### src/rtl/core/bvm_pkg.sv
// Shared types, constants and battery voltage tables for the battery voltage monitor.
package bvm_pkg;

  localparam int unsigned SampleW = 16;   // sample and filtered output, mV
  localparam int unsigned StateW  = 32;   // filter state, 16.16 mV
  localparam int unsigned GainW   = 16;   // Q0.16 gain
  localparam int unsigned TypeW   = 3;
  localparam int unsigned LevelW  = 15;
  localparam int unsigned VoltW   = 15;   // pack voltages up to 16800 mV
  localparam int unsigned SpanW   = 12;   // full - low, up to 4000 mV
  localparam int unsigned NumW    = 23;   // (|diff| * 100) >> 16
  localparam int unsigned QuotW   = 16;
  localparam int unsigned RemW    = 12;
  localparam int unsigned CfgIdxW = 1;

  // Divider: quotient bits retired per cycle and cycles per division
  localparam int unsigned DivBitsPerCyc = 4;
  localparam int unsigned DivCycles     = QuotW / DivBitsPerCyc;
  localparam int unsigned DivCntW       = $clog2(DivCycles);

  localparam int unsigned QueueDepthDef = 2;

  localparam logic [TypeW-1:0] TypeReset = 3'd0;
  localparam logic [GainW-1:0] GainReset = 16'd62259;

  localparam logic [CfgIdxW-1:0] CfgBatteryType = 1'b0;
  localparam logic [CfgIdxW-1:0] CfgFilterGain  = 1'b1;

  localparam logic signed [LevelW-1:0] LevelMin = -15'sd1024;
  localparam logic signed [LevelW-1:0] LevelMax = 15'sd16383;

  typedef enum logic [2:0] {
    ST_IDLE,
    ST_SUM,
    ST_DIFF,
    ST_SCALE,
    ST_DIV,
    ST_HOLD
  } bvm_state_e;

  typedef struct packed {
    logic [TypeW-1:0] battery_type;
    logic [GainW-1:0] filter_gain;
    logic             reload;
    logic [TypeW-1:0] reload_type;
  } bvm_cfg_t;

  typedef struct packed {
    logic               valid;
    logic [SampleW-1:0] sample;
  } bvm_head_t;

  // Full pack voltage: LiPo 4200 mV/cell, LiFe 3600 mV/cell
  function automatic logic [VoltW-1:0] full_mv(input logic [TypeW-1:0] t);
    logic [VoltW-1:0] v;
    case (t)
      3'd0:    v = 15'd4200;
      3'd1:    v = 15'd8400;
      3'd2:    v = 15'd12600;
      3'd3:    v = 15'd16800;
      3'd4:    v = 15'd3600;
      3'd5:    v = 15'd7200;
      3'd6:    v = 15'd10800;
      3'd7:    v = 15'd14400;
      default: v = 15'd4200;
    endcase
    return v;
  endfunction

  // Low pack voltage: LiPo 3200 mV/cell, LiFe 3000 mV/cell
  function automatic logic [VoltW-1:0] low_mv(input logic [TypeW-1:0] t);
    logic [VoltW-1:0] v;
    case (t)
      3'd0:    v = 15'd3200;
      3'd1:    v = 15'd6400;
      3'd2:    v = 15'd9600;
      3'd3:    v = 15'd12800;
      3'd4:    v = 15'd3000;
      3'd5:    v = 15'd6000;
      3'd6:    v = 15'd9000;
      3'd7:    v = 15'd12000;
      default: v = 15'd3200;
    endcase
    return v;
  endfunction

  // full - low
  function automatic logic [SpanW-1:0] span_mv(input logic [TypeW-1:0] t);
    logic [SpanW-1:0] v;
    case (t)
      3'd0:    v = 12'd1000;
      3'd1:    v = 12'd2000;
      3'd2:    v = 12'd3000;
      3'd3:    v = 12'd4000;
      3'd4:    v = 12'd600;
      3'd5:    v = 12'd1200;
      3'd6:    v = 12'd1800;
      3'd7:    v = 12'd2400;
      default: v = 12'd1000;
    endcase
    return v;
  endfunction

endpackage

### src/rtl/core/battery_voltage_monitor.sv
// Top level of the battery voltage monitor: configuration registers, front queue, filter back end.
//
// Usage
//   Input channel (in_valid_i / in_ready_o / sample_mv_i): one battery voltage sample
//   in mV per transaction. Samples go into a small queue (QueueDepth entries), so
//   in_ready_o only drops when that queue is full.
//   Output channel (out_valid_o / out_ready_i): one result per sample: filtered_mv_o
//   (integer mV of the 16.16 filter state), level_percent_o (signed percent,
//   truncated toward zero, clamped to -1024..16383) and is_low_o.
//   Configuration: cfg_we_i writes cfg_data_i to register cfg_idx_i.
//   Index 0 is battery_type (LiPo 1S..4S, LiFe 1S..4S) and reloads the filter to the
//   full voltage; index 1 is filter_gain (Q0.16). Write only while the block is idle.
// Processing
//   The back end handles one sample at a time: two multiplies, the sum, the compare
//   against the low voltage, the scale-by-100 multiply and the 4-bit per cycle
//   divider that forms the charge level. It pops the next sample from the queue only
//   after the previous result has been loaded into the result register.
// Reset
//   Type LiPo 1S, gain 62259, filter at 4200 mV, queue and result register empty.
//   If the receiver stalls, the result is held, the back end waits with the next
//   result ready, and the queue keeps taking samples until it fills.
module battery_voltage_monitor #(
  parameter int unsigned QueueDepth = bvm_pkg::QueueDepthDef
) (
  input  logic                         clk_i,
  input  logic                         rst_ni,
  input  logic                         cfg_we_i,
  input  logic [bvm_pkg::CfgIdxW-1:0]  cfg_idx_i,
  input  logic [bvm_pkg::GainW-1:0]    cfg_data_i,
  input  logic                         in_valid_i,
  output logic                         in_ready_o,
  input  logic [bvm_pkg::SampleW-1:0]  sample_mv_i,
  output logic                         out_valid_o,
  input  logic                         out_ready_i,
  output logic [bvm_pkg::SampleW-1:0]  filtered_mv_o,
  output logic [bvm_pkg::LevelW-1:0]   level_percent_o,
  output logic                         is_low_o
);

  logic [bvm_pkg::TypeW-1:0] type_q, type_d;
  logic [bvm_pkg::GainW-1:0] gain_q, gain_d;
  logic                      type_wr;
  bvm_pkg::bvm_cfg_t         cfg;
  bvm_pkg::bvm_head_t        head;
  logic                      pop;

  // Register decode; a type write also reloads the filter state in the back end
  always_comb begin
    type_d  = type_q;
    gain_d  = gain_q;
    type_wr = 1'b0;
    if (cfg_we_i) begin
      case (cfg_idx_i)
        bvm_pkg::CfgBatteryType: begin
          type_d  = cfg_data_i[bvm_pkg::TypeW-1:0];
          type_wr = 1'b1;
        end
        bvm_pkg::CfgFilterGain: begin
          gain_d = cfg_data_i;
        end
        default: begin
          type_d = type_q;
        end
      endcase
    end
  end

  always_ff @(posedge clk_i or negedge rst_ni) begin
    if (!rst_ni) begin
      type_q <= bvm_pkg::TypeReset;
      gain_q <= bvm_pkg::GainReset;
    end else begin
      type_q <= type_d;
      gain_q <= gain_d;
    end
  end

  assign cfg.battery_type = type_q;
  assign cfg.filter_gain  = gain_q;
  assign cfg.reload       = type_wr;
  assign cfg.reload_type  = cfg_data_i[bvm_pkg::TypeW-1:0];

  bvm_front #(
    .Depth (QueueDepth)
  ) u_front (
    .clk_i      (clk_i),
    .rst_ni     (rst_ni),
    .in_valid_i (in_valid_i),
    .in_ready_o (in_ready_o),
    .sample_i   (sample_mv_i),
    .pop_i      (pop),
    .head_o     (head)
  );

  bvm_back u_back (
    .clk_i           (clk_i),
    .rst_ni          (rst_ni),
    .cfg_i           (cfg),
    .head_i          (head),
    .pop_o           (pop),
    .out_ready_i     (out_ready_i),
    .out_valid_o     (out_valid_o),
    .filtered_mv_o   (filtered_mv_o),
    .level_percent_o (level_percent_o),
    .is_low_o        (is_low_o)
  );

endmodule

### src/rtl/core/bvm_front.sv
// Front end: accepts sample transactions into a small queue ahead of the filter.
module bvm_front #(
  parameter int unsigned Depth = bvm_pkg::QueueDepthDef
) (
  input  logic                        clk_i,
  input  logic                        rst_ni,
  input  logic                        in_valid_i,
  output logic                        in_ready_o,
  input  logic [bvm_pkg::SampleW-1:0] sample_i,
  input  logic                        pop_i,
  output bvm_pkg::bvm_head_t          head_o
);

  localparam int unsigned PtrW = (Depth > 1) ? $clog2(Depth) : 1;
  localparam int unsigned CntW = $clog2(Depth + 1);

  logic [bvm_pkg::SampleW-1:0] mem_q [Depth];
  logic [PtrW-1:0]             wr_ptr_q, wr_ptr_d;
  logic [PtrW-1:0]             rd_ptr_q, rd_ptr_d;
  logic [CntW-1:0]             cnt_q, cnt_d;
  logic                        push;

  assign in_ready_o    = (cnt_q != CntW'(Depth));
  assign push          = in_valid_i && in_ready_o;
  assign head_o.valid  = (cnt_q != '0);
  assign head_o.sample = mem_q[rd_ptr_q];

  always_comb begin
    wr_ptr_d = wr_ptr_q;
    rd_ptr_d = rd_ptr_q;
    if (push) begin
      wr_ptr_d = (wr_ptr_q == PtrW'(Depth - 1)) ? '0 : wr_ptr_q + 1'b1;
    end
    if (pop_i) begin
      rd_ptr_d = (rd_ptr_q == PtrW'(Depth - 1)) ? '0 : rd_ptr_q + 1'b1;
    end
    case ({push, pop_i})
      2'b10:   cnt_d = cnt_q + 1'b1;
      2'b01:   cnt_d = cnt_q - 1'b1;
      default: cnt_d = cnt_q;
    endcase
  end

  always_ff @(posedge clk_i or negedge rst_ni) begin
    if (!rst_ni) begin
      wr_ptr_q <= '0;
      rd_ptr_q <= '0;
      cnt_q    <= '0;
    end else begin
      wr_ptr_q <= wr_ptr_d;
      rd_ptr_q <= rd_ptr_d;
      cnt_q    <= cnt_d;
    end
  end

  always_ff @(posedge clk_i) begin
    if (push) begin
      mem_q[wr_ptr_q] <= sample_i;
    end
  end

  assert property (@(posedge clk_i) disable iff (!rst_ni) cnt_q <= CntW'(Depth))
    else $error("queue count above depth");
  assert property (@(posedge clk_i) disable iff (!rst_ni) pop_i |-> head_o.valid)
    else $error("pop from empty queue");
  assert property (@(posedge clk_i) disable iff (!rst_ni)
    (push && !pop_i) |=> (cnt_q == $past(cnt_q) + 1'b1))
    else $error("queue count lost a push");

endmodule

### src/rtl/core/bvm_div.sv
// Multi-cycle restoring divider, four quotient bits per cycle.
module bvm_div (
  input  logic                      clk_i,
  input  logic                      rst_ni,
  input  logic                      start_i,
  input  logic [bvm_pkg::NumW-1:0]  num_i,
  input  logic [bvm_pkg::SpanW-1:0] den_i,
  output logic                      done_o,
  output logic [bvm_pkg::QuotW-1:0] quot_o
);

  localparam int unsigned HiW = bvm_pkg::NumW - bvm_pkg::QuotW;

  logic                        busy_q;
  logic                        done_q;
  logic [bvm_pkg::DivCntW-1:0] cnt_q;
  logic [bvm_pkg::RemW-1:0]    rem_q, rem_n;
  logic [bvm_pkg::QuotW-1:0]   sh_q, sh_n;
  logic [bvm_pkg::SpanW-1:0]   den_q;
  logic [bvm_pkg::RemW:0]      trial;

  // Numerator bits shift out of sh at the top, quotient bits shift in at the bottom.
  always_comb begin
    rem_n = rem_q;
    sh_n  = sh_q;
    trial = '0;
    for (int i = 0; i < int'(bvm_pkg::DivBitsPerCyc); i++) begin
      trial = {rem_n, sh_n[bvm_pkg::QuotW-1]};
      sh_n  = {sh_n[bvm_pkg::QuotW-2:0], 1'b0};
      if (trial >= {1'b0, den_q}) begin
        trial   = trial - {1'b0, den_q};
        sh_n[0] = 1'b1;
      end
      rem_n = trial[bvm_pkg::RemW-1:0];
    end
  end

  always_ff @(posedge clk_i or negedge rst_ni) begin
    if (!rst_ni) begin
      busy_q <= 1'b0;
      done_q <= 1'b0;
      cnt_q  <= '0;
    end else begin
      done_q <= 1'b0;
      if (start_i) begin
        busy_q <= 1'b1;
        cnt_q  <= '0;
      end else if (busy_q) begin
        cnt_q <= cnt_q + 1'b1;
        if (cnt_q == bvm_pkg::DivCntW'(bvm_pkg::DivCycles - 1)) begin
          busy_q <= 1'b0;
          done_q <= 1'b1;
        end
      end
    end
  end

  // Quotient fits QuotW bits, so the top numerator bits are already below den.
  always_ff @(posedge clk_i) begin
    if (start_i) begin
      rem_q <= bvm_pkg::RemW'(num_i[bvm_pkg::NumW-1 -: HiW]);
      sh_q  <= num_i[bvm_pkg::QuotW-1:0];
      den_q <= den_i;
    end else if (busy_q) begin
      rem_q <= rem_n;
      sh_q  <= sh_n;
    end
  end

  assign done_o = done_q;
  assign quot_o = sh_q;

endmodule

### src/rtl/core/bvm_back.sv
// Back end: low-pass filter update, charge level division and result register.
module bvm_back (
  input  logic                         clk_i,
  input  logic                         rst_ni,
  input  bvm_pkg::bvm_cfg_t            cfg_i,
  input  bvm_pkg::bvm_head_t           head_i,
  output logic                         pop_o,
  input  logic                         out_ready_i,
  output logic                         out_valid_o,
  output logic [bvm_pkg::SampleW-1:0]  filtered_mv_o,
  output logic [bvm_pkg::LevelW-1:0]   level_percent_o,
  output logic                         is_low_o
);

  localparam int unsigned ProdAW  = bvm_pkg::GainW + bvm_pkg::StateW;
  localparam int unsigned WgtW    = bvm_pkg::GainW + 1;
  localparam int unsigned ProdBW  = WgtW + bvm_pkg::SampleW;
  localparam int unsigned SumW    = ProdBW + 1;
  localparam int unsigned DiffW   = bvm_pkg::StateW + 1;
  localparam int unsigned ScaleW  = bvm_pkg::StateW + 7;
  localparam int unsigned FracW   = 16;

  bvm_pkg::bvm_state_e state_q, state_d;

  logic [bvm_pkg::StateW-1:0]  filt_q, filt_d;
  logic [ProdAW-1:0]           prod_a_q;
  logic [ProdBW-1:0]           prod_b_q;
  logic [bvm_pkg::StateW-1:0]  mag_q;
  logic                        neg_q;
  logic [WgtW-1:0]             wgt;
  logic [SumW-1:0]             sum;
  logic [DiffW-1:0]            diff;
  logic [ScaleW-1:0]           scaled;
  logic                        div_start;
  logic                        div_done;
  logic [bvm_pkg::QuotW-1:0]   quot;
  logic                        load;
  logic [bvm_pkg::LevelW-1:0]  level;

  logic                        out_valid_q;
  logic [bvm_pkg::SampleW-1:0] out_filt_q;
  logic [bvm_pkg::LevelW-1:0]  out_level_q;
  logic                        out_low_q;

  // new = (65536 - g) * sample + floor(g * old / 65536)
  assign wgt    = WgtW'(17'h10000) - WgtW'(cfg_i.filter_gain);
  assign sum    = SumW'(prod_b_q) + SumW'(prod_a_q[ProdAW-1:FracW]);
  assign diff   = {1'b0, filt_q}
                - DiffW'({bvm_pkg::low_mv(cfg_i.battery_type), 16'h0000});
  assign scaled = ScaleW'(mag_q) * ScaleW'(100);

  always_comb begin
    if (neg_q) begin
      level = (quot > bvm_pkg::QuotW'(1024)) ? bvm_pkg::LevelMin
                                               : bvm_pkg::LevelW'(0) - quot[bvm_pkg::LevelW-1:0];
    end else begin
      level = (quot > bvm_pkg::QuotW'(bvm_pkg::LevelMax)) ? bvm_pkg::LevelMax
                                                           : quot[bvm_pkg::LevelW-1:0];
    end
  end

  always_comb begin
    state_d   = state_q;
    pop_o     = 1'b0;
    div_start = 1'b0;
    load      = 1'b0;
    case (state_q)
      bvm_pkg::ST_IDLE: begin
        if (head_i.valid) begin
          pop_o   = 1'b1;
          state_d = bvm_pkg::ST_SUM;
        end
      end
      bvm_pkg::ST_SUM: begin
        state_d = bvm_pkg::ST_DIFF;
      end
      bvm_pkg::ST_DIFF: begin
        state_d = bvm_pkg::ST_SCALE;
      end
      bvm_pkg::ST_SCALE: begin
        div_start = 1'b1;
        state_d   = bvm_pkg::ST_DIV;
      end
      bvm_pkg::ST_DIV: begin
        if (div_done) begin
          if (!out_valid_q || out_ready_i) begin
            load    = 1'b1;
            state_d = bvm_pkg::ST_IDLE;
          end else begin
            state_d = bvm_pkg::ST_HOLD;
          end
        end
      end
      bvm_pkg::ST_HOLD: begin
        if (!out_valid_q || out_ready_i) begin
          load    = 1'b1;
          state_d = bvm_pkg::ST_IDLE;
        end
      end
      default: state_d = bvm_pkg::ST_IDLE;
    endcase
  end

  always_comb begin
    filt_d = filt_q;
    if (cfg_i.reload) begin
      filt_d = bvm_pkg::StateW'({bvm_pkg::full_mv(cfg_i.reload_type), 16'h0000});
    end else if (state_q == bvm_pkg::ST_SUM) begin
      filt_d = sum[bvm_pkg::StateW-1:0];
    end
  end

  always_ff @(posedge clk_i or negedge rst_ni) begin
    if (!rst_ni) begin
      state_q     <= bvm_pkg::ST_IDLE;
      filt_q      <= bvm_pkg::StateW'({bvm_pkg::full_mv(bvm_pkg::TypeReset), 16'h0000});
      out_valid_q <= 1'b0;
    end else begin
      state_q <= state_d;
      filt_q  <= filt_d;
      if (load) begin
        out_valid_q <= 1'b1;
      end else if (out_ready_i) begin
        out_valid_q <= 1'b0;
      end
    end
  end

  always_ff @(posedge clk_i) begin
    if (pop_o) begin
      prod_a_q <= ProdAW'(cfg_i.filter_gain) * ProdAW'(filt_q);
      prod_b_q <= ProdBW'(wgt) * ProdBW'(head_i.sample);
    end
    // Filter state is final after ST_SUM: sign and magnitude of the distance to low voltage
    if (state_q == bvm_pkg::ST_DIFF) begin
      neg_q <= diff[DiffW-1];
      mag_q <= diff[DiffW-1] ? bvm_pkg::StateW'(-diff) : diff[bvm_pkg::StateW-1:0];
    end
    if (load) begin
      out_filt_q  <= filt_q[bvm_pkg::StateW-1 -: bvm_pkg::SampleW];
      out_level_q <= level;
      out_low_q   <= neg_q;
    end
  end

  bvm_div u_div (
    .clk_i   (clk_i),
    .rst_ni  (rst_ni),
    .start_i (div_start),
    .num_i   (scaled[ScaleW-1 -: bvm_pkg::NumW]),
    .den_i   (bvm_pkg::span_mv(cfg_i.battery_type)),
    .done_o  (div_done),
    .quot_o  (quot)
  );

  assign out_valid_o     = out_valid_q;
  assign filtered_mv_o   = out_filt_q;
  assign level_percent_o = out_level_q;
  assign is_low_o        = out_low_q;

endmodule

### config.mk
export PLATFORM = sky130hd
export DESIGN_NAME = battery_voltage_monitor
export DESIGN_NICKNAME = d
export VERILOG_FILES = /design/src/rtl/core/bvm_pkg.sv /design/src/rtl/core/battery_voltage_monitor.sv /design/src/rtl/core/bvm_front.sv /design/src/rtl/core/bvm_div.sv /design/src/rtl/core/bvm_back.sv
export SDC_FILE = /design/constraint.sdc
export NUM_CORES = 2
export LEC_CHECK = 0
export BUFFER_PORTS_ARGS = -buffer_cell sky130_fd_sc_hd__buf_2
export CAP_MARGIN = 25
export CELL_PAD_IN_SITES_DETAIL_PLACEMENT = 1
export CELL_PAD_IN_SITES_GLOBAL_PLACEMENT = 2
export CORE_MARGIN = 2
export CORE_UTILIZATION = 39
export CTS_CLUSTER_DIAMETER = 30
export DETAILED_ROUTE_END_ITERATION = 7
export GPL_TIMING_DRIVEN = 0
export PLACE_DENSITY = 0.85
export SYNTH_ARGS = -nofsm -noshare
export SYNTH_HDL_FRONTEND = slang
export SYNTH_SLANG_ARGS = --single-unit
### constraint.sdc
create_clock -name clk_i -period 7.9 [get_ports clk_i]
set_input_delay 1.975 -clock clk_i [delete_from_list [all_inputs] [get_ports clk_i]]
set_output_delay 1.975 -clock clk_i [all_outputs]
set_load 0.01 [all_outputs]
==> results.json <==
{
  "status": "finished with violations",
  "violations": "setup timing",
  "track_usage": 0.246,
  "finalHoldViolCount": 0,
  "first_global_vias": 35300,
  "ant_nets": 0,
  "critical_path.max_fanout": 5,
  "setup_viol": 2,
  "relSlewSlack": 0.286,
  "cpMostUsedCell": "fa_1",
  "wirelength_mm": 131,
  "fin_cells": 6051,
  "slew_violations": 0,
  "cts_sinks": 261,
  "fin_crit_sh": 1.00,
  "max_freq_mhz": 126,
  "start_util": 0.392,
  "nets": 5706,
  "cts.clk_slew.worst_paths_ns": 0.05,
  "drtPass1Iterations": 5,
  "fin_hold_ws_ns": 0.483,
  "drt_iter0_drc": 1661,
  "overflow": 0,
  "worst_pin_slew_ns": 1.07,
  "cpMaxStageDelayCell": "fa_1",
  "cp.required_ns": 8.22,
  "hp-class": "flip-flop to flip-flop",
  "dp_hpwl_mm": 106,
  "synth_seq_area_share": 0.182,
  "die_h_um": 329,
  "cts_root_buf": "clkbuf_16",
  "synthArstFlopShare": 0.241,
  "drv_cap": 0,
  "vias": 31700,
  "min_period_ns": 7.93,
  "core_um2": 105000,
  "drc_errors": 0,
  "ioPinCount": 72,
  "synthToLayoutAreaGrowth_pct": 16.0,
  "die_x_um": 329,
  "path_class": "flip-flop to flip-flop",
  "syn_area_um2": 41200,
  "vias_per_cell": 5.23,
  "clockBufferDepth": 3,
  "synth_edf_count": 193,
  "rsz0062_at_grt": "yes",
  "cp-end-kind": "flip-flop",
  "grt_max_degree": 45,
  "yosysWarningCount": 0,
  "die_area_um2": 108000,
  "cts_tree": "done",
  "antenna_found_initial": 7,
  "grt_pass1_wl_mm": 203,
  "cts_hold_buf": 0,
  "rows": 119,
  "place.gp.congestion": 0.935,
  "syn_avg_cell_area_um2": 9.37,
  "fin_ws_ns": -0.0273,
  "numCtsBuffers": 69,
  "ys_types": 79,
  "syn_nets": 5494,
  "finalSetupTns_ns": -0.0277,
  "yosys_register_bits": 261,
  "clkLatencyLatePin_ns": 0.61,
  "syn_inst": 4391,
  "worstSetupStartpointType": "flip-flop",
  "synth_flop_cell": "edfxtp_1",
  "critical_path_arrival_ns": 8.25,
  "drive_gt1_frac": 0.130,
  "slowest_delay_ns": 0.58,
  "ctsHtreeMaxLevel": 3,
  "placedCellCount": 5865,
  "io_buffers": 71,
  "fin_skew_ns": 0.0309,
  "wire_per_inst_um": 21.6
}
[worst max-delay path: cells and delay by family, from the launching register on]
kind	cells	cell delay, ns
flip-flops	1	0.49
AO/OA/AOI/OAI	6	1.27
adder cells (fa/ha/maj)	7	3.36
AND/OR/NAND/NOR	9	1.92
buffers and inverters	4	0.31
XOR/XNOR	2	0.29
[through the flow]
| step | util | setup slack (ns) | area (um2) |
|---|---|---|---|
| global placement | 0.412 | -2.13 | 43300 |
| global route | 0.455 | -0.261 | 47700 |
| floorplan | - | -0.00819 | 41200 |
| detailed placement | 0.414 | -2.19 | 43400 |
| CTS | 0.448 | -0.131 | 47100 |
| finish | 0.455 | -0.0273 | 47800 |
[final timing paths]
| check | cells past startpoint | slack [ns] | startpoint | endpoint |
|---|---|---|---|---|
| worst max-delay path | 28 | -0.03 | gain_q[2] | u_back.prod_b_q[31] |
| min in group asynchronous | 1 | 1.28 | rst_ni | u_back.state_q[2] |
| worst max register to register | 28 | -0.03 | gain_q[2] | u_back.prod_b_q[31] |
| worst min-delay path | 0 | 0.48 | u_back.filt_q[31] | u_back.filtered_mv_o[15] |
| max in group asynchronous | 2 | 5.93 | rst_ni | gain_q[4] |
| worst min register to register | 0 | 0.48 | u_back.filt_q[31] | u_back.filtered_mv_o[15] |
[Yosys cell counts, drive strengths merged, types with 16 or more instances]
master / instances / share of area
o21bai: 16 / 0.0029
nand2: 671 / 0.061
inv: 824 / 0.075
nand2b: 40 / 0.0061
xor2: 66 / 0.014
xnor2: 129 / 0.027
mux2i: 26 / 0.0063
nor3: 38 / 0.0046
fa: 656 / 0.32
nor2: 167 / 0.015
or3: 21 / 0.0032
dfrtp: 49 / 0.030
nand3: 31 / 0.0038
mux2: 40 / 0.011
o21a: 31 / 0.0057
clkbuf: 150 / 0.014
edfxtp: 193 / 0.14
a21o: 53 / 0.0097
o21ai: 116 / 0.014
a211oi: 23 / 0.0042
ha: 409 / 0.12
buf: 36 / 0.0043
and3: 17 / 0.0027
a21oi: 161 / 0.020
and2: 191 / 0.029
nor2b: 42 / 0.0066
[metal layers]
metal,wire length [um],vias to the layer above,part of all wire,global-route usage
li1,-,14300,-,-
met1,54100,16300,0.41,0.309
met2,65900,777,0.50,0.430
met3,6300,241,0.048,0.0325
met4,4490,2,0.034,0.0904
met5,12,-,0.000092,0
[layout by cell type (no fill, tap or decap), types with 33 or more instances in the layout]
cell type | netlist | final
nand2b_1 | 40 | 39
clkbuf_1 | 150 | 62
mux2_2 | 40 | 37
inv_1 | 824 | 807
buf_2 | 3 | 92
o21ai_0 | 116 | 104
nor3_1 | 38 | 33
a21oi_1 | 161 | 145
nand2_1 | 670 | 662
clkbuf_16 | 0 | 73
edfxtp_1 | 193 | 193
nor2_1 | 167 | 159
xor2_1 | 66 | 61
fa_1 | 656 | 649
and2_1 | 190 | 189
dfrtp_1 | 49 | 42
ha_1 | 409 | 384
clkbuf_2 | 0 | 42
a21o_1 | 53 | 53
nor2b_1 | 41 | 39
buf_4 | 0 | 91
xnor2_1 | 129 | 124
[repair_timing]
item | in CTS | in global routing
pin swaps | 68 | 62
endpoints found under the setup margin | 57 | 34
cloned | 0 | 1
gates resized for setup | 244 | 100
buffers inserted | 55 | 30
[area by class of cell]
| cell class | instances | area (um2) |
|---|---|---|
| Antenna cell | 3 | 7.51 |
| Buffer | 156 | 856 |
| Clock buffer | 77 | 1830 |
| Clock inverter | 48 | 623 |
| Fill cell | 11900 | 57200 |
| Inverter | 825 | 3120 |
| Multi-Input combinational cell | 3118 | 30800 |
| Sequential cell | 261 | 7510 |
| Tap cell | 1391 | 1740 |
| Timing Repair Buffer | 172 | 1290 |
[flip-flops by register name, indices dropped and copies added (netlist names), 2 cells and up]
name,cells
u_back.prod_b_q,32
u_back.prod_a_q,32
u_front.cnt_q,2
gain_q,16
u_back.filtered_mv_o,16
u_back.u_div.den_q,9
u_back.filt_q,32
u_back.mag_q,32
u_back.state_q,3
u_back.level_percent_o,15
u_back.u_div.cnt_q,2
u_back.u_div.rem_q,12
u_back.u_div.quot_o,16
type_q,3
u_front.mem_q,32
[kinds of logic (layout without fill, tap and decap cells)]
logic type,after synthesis,count (layout),synth area share
other,0,3,0
multiplexers,66,66,0.0173
AO/OA/AOI/OAI,522,522,0.0809
flip-flops,261,261,0.182
AND/OR/NAND/NOR,1270,1270,0.142
buffers and inverters,1012,1278,0.0935
XOR/XNOR,195,195,0.0415
adder cells (fa/ha/maj),1065,1065,0.443
Power is left out: the tool's default activity adds up to more than one toggle a clock period on the data nets, which glitch-free logic cannot reach.
